### config.mk
export PLATFORM = sky130hd
export DESIGN_NAME = ppu_register_port_and_scanline_timer_top
export DESIGN_NICKNAME = d
export VERILOG_FILES = /design/src/ppust_pkg.sv /design/src/ppust_in_stage.sv /design/src/ppust_core.sv /design/src/ppust_out_stage.sv /design/src/ppu_register_port_and_scanline_timer_top.sv
export SDC_FILE = /design/constraint.sdc
export NUM_CORES = 1
export LEC_CHECK = 0
export BUFFER_PORTS_ARGS = -buffer_cell sky130_fd_sc_hd__buf_2
export CORE_UTILIZATION = 42
export DETAILED_ROUTE_END_ITERATION = 10
export HOLD_SLACK_MARGIN = 0.08
export PLACE_DENSITY = 0.65
export SYNTH_ARGS = -nofsm -noshare
export SYNTH_HDL_FRONTEND = slang
export SYNTH_HIERARCHICAL = 1
export SYNTH_SLANG_ARGS = --single-unit
export TNS_END_PERCENT = 20
### constraint.sdc
create_clock -name i_clk -period 4.6 [get_ports i_clk]
set_input_delay 0.92 -clock i_clk [delete_from_list [all_inputs] [get_ports i_clk]]
set_output_delay 0.92 -clock i_clk [all_outputs]
set_load 0.01 [all_outputs]
### src/ppust_pkg.sv
`timescale 1ns / 1ps

package ppust_pkg;

    localparam int DOT_W      = 9;
    localparam int LINE_W     = 9;
    localparam int PWR_W      = 15;
    localparam int ADDR_W     = 16;
    localparam int BYTE_W     = 8;
    localparam int NT_ADDR_W  = 11;

    localparam int DEF_DOTS_PER_LINE   = 341;
    localparam int DEF_LINES_PER_FRAME = 262;
    localparam int DEF_VBLANK_LINE     = 241;
    localparam int DEF_POWERUP_DOTS    = 30000;

    localparam logic [ADDR_W-1:0] ADDR_STEP_ROW  = 16'd32;
    localparam logic [ADDR_W-1:0] ADDR_STEP_ONE  = 16'd1;
    localparam logic [ADDR_W-1:0] PATTERN_LIMIT  = 16'h2000;

    typedef enum logic [1:0] {
        CMD_TICK  = 2'd0,
        CMD_WRITE = 2'd1,
        CMD_READ  = 2'd2
    } t_cmd;

    typedef enum logic [2:0] {
        REG_CONTROL  = 3'd0,
        REG_MASK     = 3'd1,
        REG_STATUS   = 3'd2,
        REG_OAM_ADDR = 3'd3,
        REG_OAM_DATA = 3'd4,
        REG_SCROLL   = 3'd5,
        REG_ADDRESS  = 3'd6,
        REG_DATA     = 3'd7
    } t_reg_idx;

    typedef struct packed {
        t_cmd               command;
        t_reg_idx           register_index;
        logic [BYTE_W-1:0]  wr_value;
        logic [BYTE_W-1:0]  tick_dots;
        logic [BYTE_W-1:0]  fetched_byte;
    } t_item;

    typedef struct packed {
        logic [BYTE_W-1:0]    rd_value;
        logic                 nmi_pulse;
        logic                 frame_done;
        logic                 mem_write_enable;
        logic [NT_ADDR_W-1:0] mem_write_address;
        logic [BYTE_W-1:0]    mem_write_data;
        logic [ADDR_W-1:0]    current_address;
    } t_result;

endpackage

### src/ppust_in_stage.sv
`timescale 1ns / 1ps

module ppust_in_stage (
    input  logic             i_clk,
    input  logic             i_rst_n,
    input  logic             i_valid,
    output logic             o_ready,
    input  ppust_pkg::t_item i_item,
    output logic             o_valid,
    input  logic             i_take,
    output ppust_pkg::t_item o_item
);
    import ppust_pkg::*;

    logic  r_valid;
    t_item r_item;

    assign o_ready = !r_valid || i_take;
    assign o_valid = r_valid;
    assign o_item  = r_item;

    always_ff @(posedge i_clk) begin
        if (!i_rst_n) begin
            r_valid <= 1'b0;
        end else if (o_ready) begin
            r_valid <= i_valid;
        end
    end

    always_ff @(posedge i_clk) begin
        if (o_ready && i_valid) begin
            r_item <= i_item;
        end
    end

endmodule

### src/ppust_core.sv
`timescale 1ns / 1ps

module ppust_core #(
    parameter int DOTS_PER_LINE   = ppust_pkg::DEF_DOTS_PER_LINE,
    parameter int LINES_PER_FRAME = ppust_pkg::DEF_LINES_PER_FRAME,
    parameter int VBLANK_LINE     = ppust_pkg::DEF_VBLANK_LINE,
    parameter int POWERUP_DOTS    = ppust_pkg::DEF_POWERUP_DOTS
) (
    input  logic               i_clk,
    input  logic               i_rst_n,
    input  logic               i_advance,
    input  ppust_pkg::t_item   i_item,
    input  logic               i_mirroring_mode,
    output ppust_pkg::t_result o_result
);
    import ppust_pkg::*;

    localparam logic [DOT_W:0]    DPL_X  = (DOT_W+1)'(DOTS_PER_LINE);
    localparam logic [LINE_W-1:0] LPF_L  = LINE_W'(LINES_PER_FRAME);
    localparam logic [LINE_W-1:0] VBL_L  = LINE_W'(VBLANK_LINE);
    localparam logic [PWR_W-1:0]  PWR_L  = PWR_W'(POWERUP_DOTS);
    localparam logic [PWR_W:0]    PWR_X  = (PWR_W+1)'(POWERUP_DOTS);

    logic [DOT_W-1:0]  r_dot_count,   n_dot_count;
    logic [LINE_W-1:0] r_line_count,  n_line_count;
    logic              r_vblank,      n_vblank;
    logic              r_high_next,   n_high_next;
    logic [ADDR_W-1:0] r_address,     n_address;
    logic [BYTE_W-1:0] r_read_buf,    n_read_buf;
    logic [BYTE_W-1:0] r_control,     n_control;
    logic [BYTE_W-1:0] r_spr_addr,    n_spr_addr;
    logic [BYTE_W-1:0] r_spr_data,    n_spr_data;
    logic [PWR_W-1:0]  r_pwr_dots,    n_pwr_dots;

    logic [DOT_W:0]     dot_sum;
    logic [DOT_W:0]     dot_left;
    logic               dot_over;
    logic [LINE_W-1:0]  line_inc;
    logic [PWR_W:0]     pwr_sum;
    logic               powered;
    logic [ADDR_W-1:0]  addr_stepped;
    logic [11:0]        nt_off;
    logic [NT_ADDR_W-1:0] nt_addr;
    t_result            res;

    assign dot_sum      = {1'b0, r_dot_count} + (DOT_W+1)'(i_item.tick_dots);
    assign dot_over     = dot_sum >= DPL_X;
    assign dot_left     = dot_sum - DPL_X;
    assign line_inc     = r_line_count + LINE_W'(1);
    assign pwr_sum      = {1'b0, r_pwr_dots} + (PWR_W+1)'(i_item.tick_dots);
    assign powered      = r_pwr_dots >= PWR_L;
    assign addr_stepped = r_address + (r_control[2] ? ADDR_STEP_ROW : ADDR_STEP_ONE);
    assign nt_off       = r_address[11:0];
    assign nt_addr      = i_mirroring_mode ? nt_off[10:0] : {nt_off[11], nt_off[9:0]};

    always_comb begin
        n_dot_count  = r_dot_count;
        n_line_count = r_line_count;
        n_vblank     = r_vblank;
        n_high_next  = r_high_next;
        n_address    = r_address;
        n_read_buf   = r_read_buf;
        n_control    = r_control;
        n_spr_addr   = r_spr_addr;
        n_spr_data   = r_spr_data;
        n_pwr_dots   = r_pwr_dots;
        res          = '0;

        case (i_item.command)
            CMD_TICK: begin
                if (!powered) begin
                    n_pwr_dots = (pwr_sum > PWR_X) ? PWR_L : pwr_sum[PWR_W-1:0];
                end
                if (dot_over) begin
                    n_dot_count  = dot_left[DOT_W-1:0];
                    n_line_count = line_inc;
                    if (line_inc == VBL_L) begin
                        n_vblank      = 1'b1;
                        res.nmi_pulse = r_control[7];
                    end
                    if (line_inc >= LPF_L) begin
                        n_line_count   = '0;
                        n_vblank       = 1'b0;
                        res.frame_done = 1'b1;
                    end
                end else begin
                    n_dot_count = dot_sum[DOT_W-1:0];
                end
            end
            CMD_WRITE: begin
                case (i_item.register_index)
                    REG_CONTROL: begin
                        if (powered) begin
                            n_control     = i_item.wr_value;
                            res.nmi_pulse = !r_control[7] && i_item.wr_value[7] && r_vblank;
                        end
                    end
                    REG_OAM_ADDR: n_spr_addr = i_item.wr_value;
                    REG_OAM_DATA: n_spr_data = i_item.wr_value;
                    REG_ADDRESS: begin
                        if (r_high_next) begin
                            n_address   = {i_item.wr_value, 8'h00};
                            n_high_next = 1'b0;
                        end else begin
                            n_address   = {r_address[15:8], i_item.wr_value};
                            n_high_next = 1'b1;
                        end
                    end
                    REG_DATA: begin
                        res.mem_write_enable  = 1'b1;
                        res.mem_write_address = nt_addr;
                        res.mem_write_data    = i_item.wr_value;
                        n_address             = addr_stepped;
                    end
                    default: ;
                endcase
            end
            CMD_READ: begin
                case (i_item.register_index)
                    REG_STATUS: begin
                        res.rd_value = {r_vblank, 7'd0};
                        n_vblank     = 1'b0;
                        n_high_next  = 1'b1;
                    end
                    REG_OAM_DATA: res.rd_value = r_spr_data;
                    REG_DATA: begin
                        if (r_address < PATTERN_LIMIT) begin
                            res.rd_value = r_read_buf;
                            n_read_buf   = i_item.fetched_byte;
                        end
                        n_address = addr_stepped;
                    end
                    default: ;
                endcase
            end
            default: ;
        endcase

        res.current_address = n_address;
    end

    assign o_result = res;

    always_ff @(posedge i_clk) begin
        if (!i_rst_n) begin
            r_dot_count  <= '0;
            r_line_count <= '0;
            r_vblank     <= 1'b0;
            r_high_next  <= 1'b1;
            r_address    <= '0;
            r_read_buf   <= '0;
            r_control    <= '0;
            r_spr_addr   <= '0;
            r_spr_data   <= '0;
            r_pwr_dots   <= '0;
        end else if (i_advance) begin
            r_dot_count  <= n_dot_count;
            r_line_count <= n_line_count;
            r_vblank     <= n_vblank;
            r_high_next  <= n_high_next;
            r_address    <= n_address;
            r_read_buf   <= n_read_buf;
            r_control    <= n_control;
            r_spr_addr   <= n_spr_addr;
            r_spr_data   <= n_spr_data;
            r_pwr_dots   <= n_pwr_dots;
        end
    end

`ifndef SYNTHESIS
    a_dot_below_line: assert property (@(posedge i_clk) disable iff (!i_rst_n)
        (DOT_W+1)'(r_dot_count) < DPL_X)
        else $error("dot counter reached a full line");

    a_line_in_frame: assert property (@(posedge i_clk) disable iff (!i_rst_n)
        r_line_count < LPF_L)
        else $error("line counter beyond frame");

    a_frame_wraps: assert property (@(posedge i_clk) disable iff (!i_rst_n)
        i_advance && res.frame_done |=> r_line_count == '0 && !r_vblank)
        else $error("frame end without line wrap");

    a_status_clears: assert property (@(posedge i_clk) disable iff (!i_rst_n)
        i_advance && i_item.command == CMD_READ && i_item.register_index == REG_STATUS
        |=> !r_vblank && r_high_next)
        else $error("status read did not clear vblank and toggle");

    a_powerup_sat: assert property (@(posedge i_clk) disable iff (!i_rst_n)
        r_pwr_dots <= PWR_L)
        else $error("power-up counter passed its limit");
`endif

endmodule

### src/ppust_out_stage.sv
`timescale 1ns / 1ps

module ppust_out_stage (
    input  logic               i_clk,
    input  logic               i_rst_n,
    input  logic               i_valid,
    output logic               o_load,
    input  ppust_pkg::t_result i_result,
    output logic               o_valid,
    input  logic               i_ready,
    output ppust_pkg::t_result o_result
);
    import ppust_pkg::*;

    logic    r_valid;
    t_result r_result;

    assign o_load   = i_valid && (!r_valid || i_ready);
    assign o_valid  = r_valid;
    assign o_result = r_result;

    always_ff @(posedge i_clk) begin
        if (!i_rst_n) begin
            r_valid <= 1'b0;
        end else if (!r_valid || i_ready) begin
            r_valid <= i_valid;
        end
    end

    always_ff @(posedge i_clk) begin
        if (o_load) begin
            r_result <= i_result;
        end
    end

endmodule

### src/ppu_register_port_and_scanline_timer_top.sv
`timescale 1ns / 1ps

// Channel  Direction  Handshake                    Payload
// in       sink       i_in_valid / o_in_ready      command, register index, bytes, dots
// out      source     o_out_valid / i_out_ready    read byte, flags, nametable write, address
// cfg      sink       i_cfg_valid / o_cfg_ready    mirroring mode (always ready)
//
// One item per cycle is sustained while the output takes beats. Each taken item enters the
// input register; the combinational state update feeds its result into the result register.
// A stalled output holds its beat while one more item waits in the input register.
// Reset is synchronous and active low; it clears timing, toggle, address and control state.

module ppu_register_port_and_scanline_timer_top #(
    parameter int DOTS_PER_LINE   = ppust_pkg::DEF_DOTS_PER_LINE,
    parameter int LINES_PER_FRAME = ppust_pkg::DEF_LINES_PER_FRAME,
    parameter int VBLANK_LINE     = ppust_pkg::DEF_VBLANK_LINE,
    parameter int POWERUP_DOTS    = ppust_pkg::DEF_POWERUP_DOTS
) (
    input  logic         i_clk,
    input  logic         i_rst_n,
    input  logic         i_in_valid,
    output logic         o_in_ready,
    input  logic [1:0]   i_command,
    input  logic [2:0]   i_register_index,
    input  logic [7:0]   i_wr_value,
    input  logic [7:0]   i_tick_dots,
    input  logic [7:0]   i_fetched_byte,
    output logic         o_out_valid,
    input  logic         i_out_ready,
    output logic [7:0]   o_rd_value,
    output logic         o_nmi_pulse,
    output logic         o_frame_done,
    output logic         o_mem_write_enable,
    output logic [10:0]  o_mem_write_address,
    output logic [7:0]   o_mem_write_data,
    output logic [15:0]  o_current_address,
    input  logic         i_cfg_valid,
    output logic         o_cfg_ready,
    input  logic         i_cfg_mirroring_mode
);
    import ppust_pkg::*;

    logic    r_mirroring_mode;
    t_item   in_item;
    t_item   stage_item;
    logic    stage_valid;
    logic    advance;
    t_result core_result;
    t_result out_result;

    assign o_cfg_ready = 1'b1;

    always_ff @(posedge i_clk) begin
        if (!i_rst_n) begin
            r_mirroring_mode <= 1'b0;
        end else if (i_cfg_valid) begin
            r_mirroring_mode <= i_cfg_mirroring_mode;
        end
    end

    assign in_item.command        = t_cmd'(i_command);
    assign in_item.register_index = t_reg_idx'(i_register_index);
    assign in_item.wr_value       = i_wr_value;
    assign in_item.tick_dots      = i_tick_dots;
    assign in_item.fetched_byte   = i_fetched_byte;

    ppust_in_stage u_in_stage (
        .i_clk   (i_clk),
        .i_rst_n (i_rst_n),
        .i_valid (i_in_valid),
        .o_ready (o_in_ready),
        .i_item  (in_item),
        .o_valid (stage_valid),
        .i_take  (advance),
        .o_item  (stage_item)
    );

    ppust_core #(
        .DOTS_PER_LINE   (DOTS_PER_LINE),
        .LINES_PER_FRAME (LINES_PER_FRAME),
        .VBLANK_LINE     (VBLANK_LINE),
        .POWERUP_DOTS    (POWERUP_DOTS)
    ) u_core (
        .i_clk            (i_clk),
        .i_rst_n          (i_rst_n),
        .i_advance        (advance),
        .i_item           (stage_item),
        .i_mirroring_mode (r_mirroring_mode),
        .o_result         (core_result)
    );

    ppust_out_stage u_out_stage (
        .i_clk    (i_clk),
        .i_rst_n  (i_rst_n),
        .i_valid  (stage_valid),
        .o_load   (advance),
        .i_result (core_result),
        .o_valid  (o_out_valid),
        .i_ready  (i_out_ready),
        .o_result (out_result)
    );

    assign o_rd_value          = out_result.rd_value;
    assign o_nmi_pulse         = out_result.nmi_pulse;
    assign o_frame_done        = out_result.frame_done;
    assign o_mem_write_enable  = out_result.mem_write_enable;
    assign o_mem_write_address = out_result.mem_write_address;
    assign o_mem_write_data    = out_result.mem_write_data;
    assign o_current_address   = out_result.current_address;

endmodule

==> results.json <==
{
  "outcome": "completed",
  "synthToLayoutAreaGrowth_pct": 14.9,
  "worstMarginPinSlew_ns": 1.02,
  "synth.yosys.seq_area_share": 0.465,
  "cts.path.max_buffers": 2,
  "design.final.nets": 959,
  "number_of_warnings_printed_during_yosys_synthesis": 6,
  "post_cts_buffers": 0,
  "die_y_extent_um": 139,
  "synth_enable_flop_cells": 75,
  "final_hold_viol_count": 0,
  "die_w_um": 139,
  "dpl_cell_area_um2": 8500,
  "layout_worst_path_cycle_share": 0.736,
  "n_antenna_cell": 0,
  "gp_congestion": 0.864,
  "syn_nets": 900,
  "max-slew-margin-rel": 0.316,
  "io_pins": 84,
  "placed_cells_incl_taps": 1105,
  "cts_tree": "built",
  "detailedPlace.worstSlack_ns": 1.27,
  "route.vias.total": 6542,
  "finish.utilization": 0.499,
  "postLayoutCellArea_um2": 9120,
  "gate_count_after_technology_mapping": 836,
  "maxCapViolCount": 0,
  "power_per_cell_area_nw_per_um2": 355,
  "fmaxAchievable_mhz": 295,
  "irDropWorstVdd_uv": 278,
  "overall_global_routing_resource_usage": 0.199,
  "crit_end": "u_core/r_pwr_dots[10]",
  "synth-async-reset-ratio": 0,
  "worst_setup_path_start_kind": "register",
  "static_leakage_nw": 3.54,
  "via_count_of_the_first_global_routing_pass": 6114,
  "timing.final.crit_period_ns": 3.39,
  "starting_density": 0.435,
  "ctsResizeCount": 0,
  "dominantRegCellSynth": "edfxtp_1",
  "worstPathArrival_ns": 3.69,
  "crit-reg2reg-launch": "u_in_stage/o_item[9]",
  "grt_first_pass_wirelength_mm": 30.9,
  "worstHoldStart": "u_core/r_pwr_dots[0]",
  "port-buffer-count": 82,
  "worstPathMaxFanout": 8,
  "floorplan.die_area_um2": 19500,
  "stdcell_count": 1137,
  "r2r.worst_path.cells": 9,
  "post_route_cells_drive_above_1_share": 0.152,
  "criticalPathCategory": "reg -> reg",
  "htree_levels": 4,
  "hold_class": "reg -> reg",
  "ctsHoldBuffers": 0,
  "hold-worst-slack_ns": 0.464,
  "clk_transition_reported_paths_ns": 0.06,
  "routed_wire_length_per_instance_um": 16.7,
  "setup_repair_after_global_routing_missed_its_margin": "false",
  "remaining_drc_errors": 0,
  "clock-sinks": 147,
  "drt_iter0_markers": 567,
  "rr_endpoint": "u_core/r_pwr_dots[10]",
  "setup-violations-final": 0,
  "dpl.hpwl_mm": 13.0,
  "row_count": 49,
  "cts_buffers": 17,
  "globalRouteOverflowTotal": 0,
  "clock_tree.root_cell": "clkbuf_16",
  "postSynthRegisterBits": 147,
  "critical_path_data_required_time_ns": 4.90,
  "worst_setup_path_end_kind": "register",
  "r2r_setup_slack_ns": 1.21,
  "fin_max_slew_vios": 0,
  "per_instance_average_area_after_synthesis_um2": 9.50,
  "fill_cells": 1715,
  "worst_slack_ns": 1.21,
  "final.setup_skew_ns": 0.0125,
  "worst_setup_path_startpoint": "u_in_stage/o_item[9]",
  "wl_mm": 19.0,
  "drt-vias-per-instance": 5.75,
  "tns_ns": 0,
  "initial_antenna_violation_count": 0,
  "floorplan.core_area_um2": 18300,
  "power.total_mw": 3.24,
  "ant_nets": 0,
  "grt_start_max_net_pins": 67,
  "drtPass1Iterations": 5,
  "synth.distinct_cells": 76,
  "synthesis.area_um2": 7940,
  "clk_latency_ns": 0.42
}
[registers in the layout, indices dropped and copies added, names as in the netlist, 2 cells and up]
register and count:
u_core/r_dot_count 9, u_core/r_line_count 9, u_in_stage/o_item 29, u_core/r_address 16
u_core/r_read_buf 8, u_core/r_pwr_dots 15, u_core/r_spr_data 8, u_out_stage/o_result 46
u_core/r_control 2
[per-layer routing]
metal  share of wire  global-route usage  vias up
met2            0.47               0.325      216
met4           0.014              0.0655        0
met3           0.057              0.0420       23
li1                -                   -     3221
met1            0.46               0.263     3082
met5               0                   0        -
[kinds of logic (layout without fill, tap and decap cells)]
| logic type | Yosys count | after routing | synth area share |
|---|---|---|---|
| buf+inv | 73 | 145 | 0.0369 |
| simple gates | 304 | 304 | 0.188 |
| flops | 147 | 147 | 0.465 |
| mux | 37 | 37 | 0.0468 |
| compound gates | 215 | 215 | 0.181 |
| fa+ha+maj | 30 | 30 | 0.0489 |
| other cells | 1 | 1 | 0.000472 |
| xor+xnor | 29 | 29 | 0.0320 |
[cell usage after synthesis, types with 8 or more instances]
library cell	count	share of area
or3_1	12	0.0095
inv_1	20	0.0095
nand2b_1	8	0.0063
ha_1	27	0.043
and3_1	28	0.022
nand3_1	32	0.020
nor3_1	14	0.0088
nor2_1	94	0.044
dfxtp_1	72	0.18
edfxtp_1	75	0.28
clkbuf_1	44	0.021
nand4_1	10	0.0079
xnor2_1	14	0.015
mux2i_1	36	0.045
a21o_1	9	0.0085
o21ai_0	52	0.033
a21oi_1	48	0.030
nand2_1	66	0.031
a31oi_1	12	0.0095
xor2_1	15	0.017
and2_1	8	0.0063
[placed cells by master (no fill, tap or decap), drive strengths merged, types with 15 or more instances in the layout]
master  synthesis  layout
a21oi          48      48
and3           28      28
buf             8      92
clkbuf         44      19
dfxtp          72      72
edfxtp         75      75
ha             27      27
inv            21      22
mux2i          36      36
nand2          66      66
nand3          32      32
nor2           94      94
o21ai          53      53
xor2           15      15
[cell type report]
class | count | area [um2] | share of cell area
Clock inverter | 13 | 184 | 0.0202
Timing Repair Buffer | 92 | 485 | 0.0532
Clock buffer | 19 | 433 | 0.0475
Inverter | 21 | 78.8 | 0.00864
Sequential cell | 147 | 3690 | 0.405
Multi-Input combinational cell | 616 | 3960 | 0.434
Tap cell | 229 | 287 | 0.0314
[critical path, stage by stage (launching register included)]
cell and delay, ns:
edfxtp_1 0.46, ha_1 0.34, a211oi_2 0.29, nor2_1 0.10, a221oi_1 0.72, o41ai_1 0.17, o31ai_1 0.33, a41o_1 0.23
o31ai_1 0.25, o311a_1 0.38
[worst min path at each step]
stage / slack, ns / endpoint / cells past startpoint
2_1_floorplan: 0.43 / u_core/r_pwr_dots[0] / 2
3_3_place_gp: 0.45 / u_core/r_pwr_dots[0] / 2
3_5_place_dp: 0.46 / u_core/r_pwr_dots[0] / 2
4_1_cts: 0.47 / u_core/r_pwr_dots[0] / 2
5_1_grt: 0.49 / u_core/r_pwr_dots[3] / 2
6_report: 0.46 / u_core/r_pwr_dots[0] / 2
[power by group]
| part | internal (mW) | switching [mW] |
|---|---|---|
| Sequential | 1.43 | 0.0367 |
| Clock | 0.907 | 0.538 |
| Combinational | 0.114 | 0.207 |
| Total | 2.45 | 0.782 |
No activity file was read; power rests on OpenSTA's default activity.
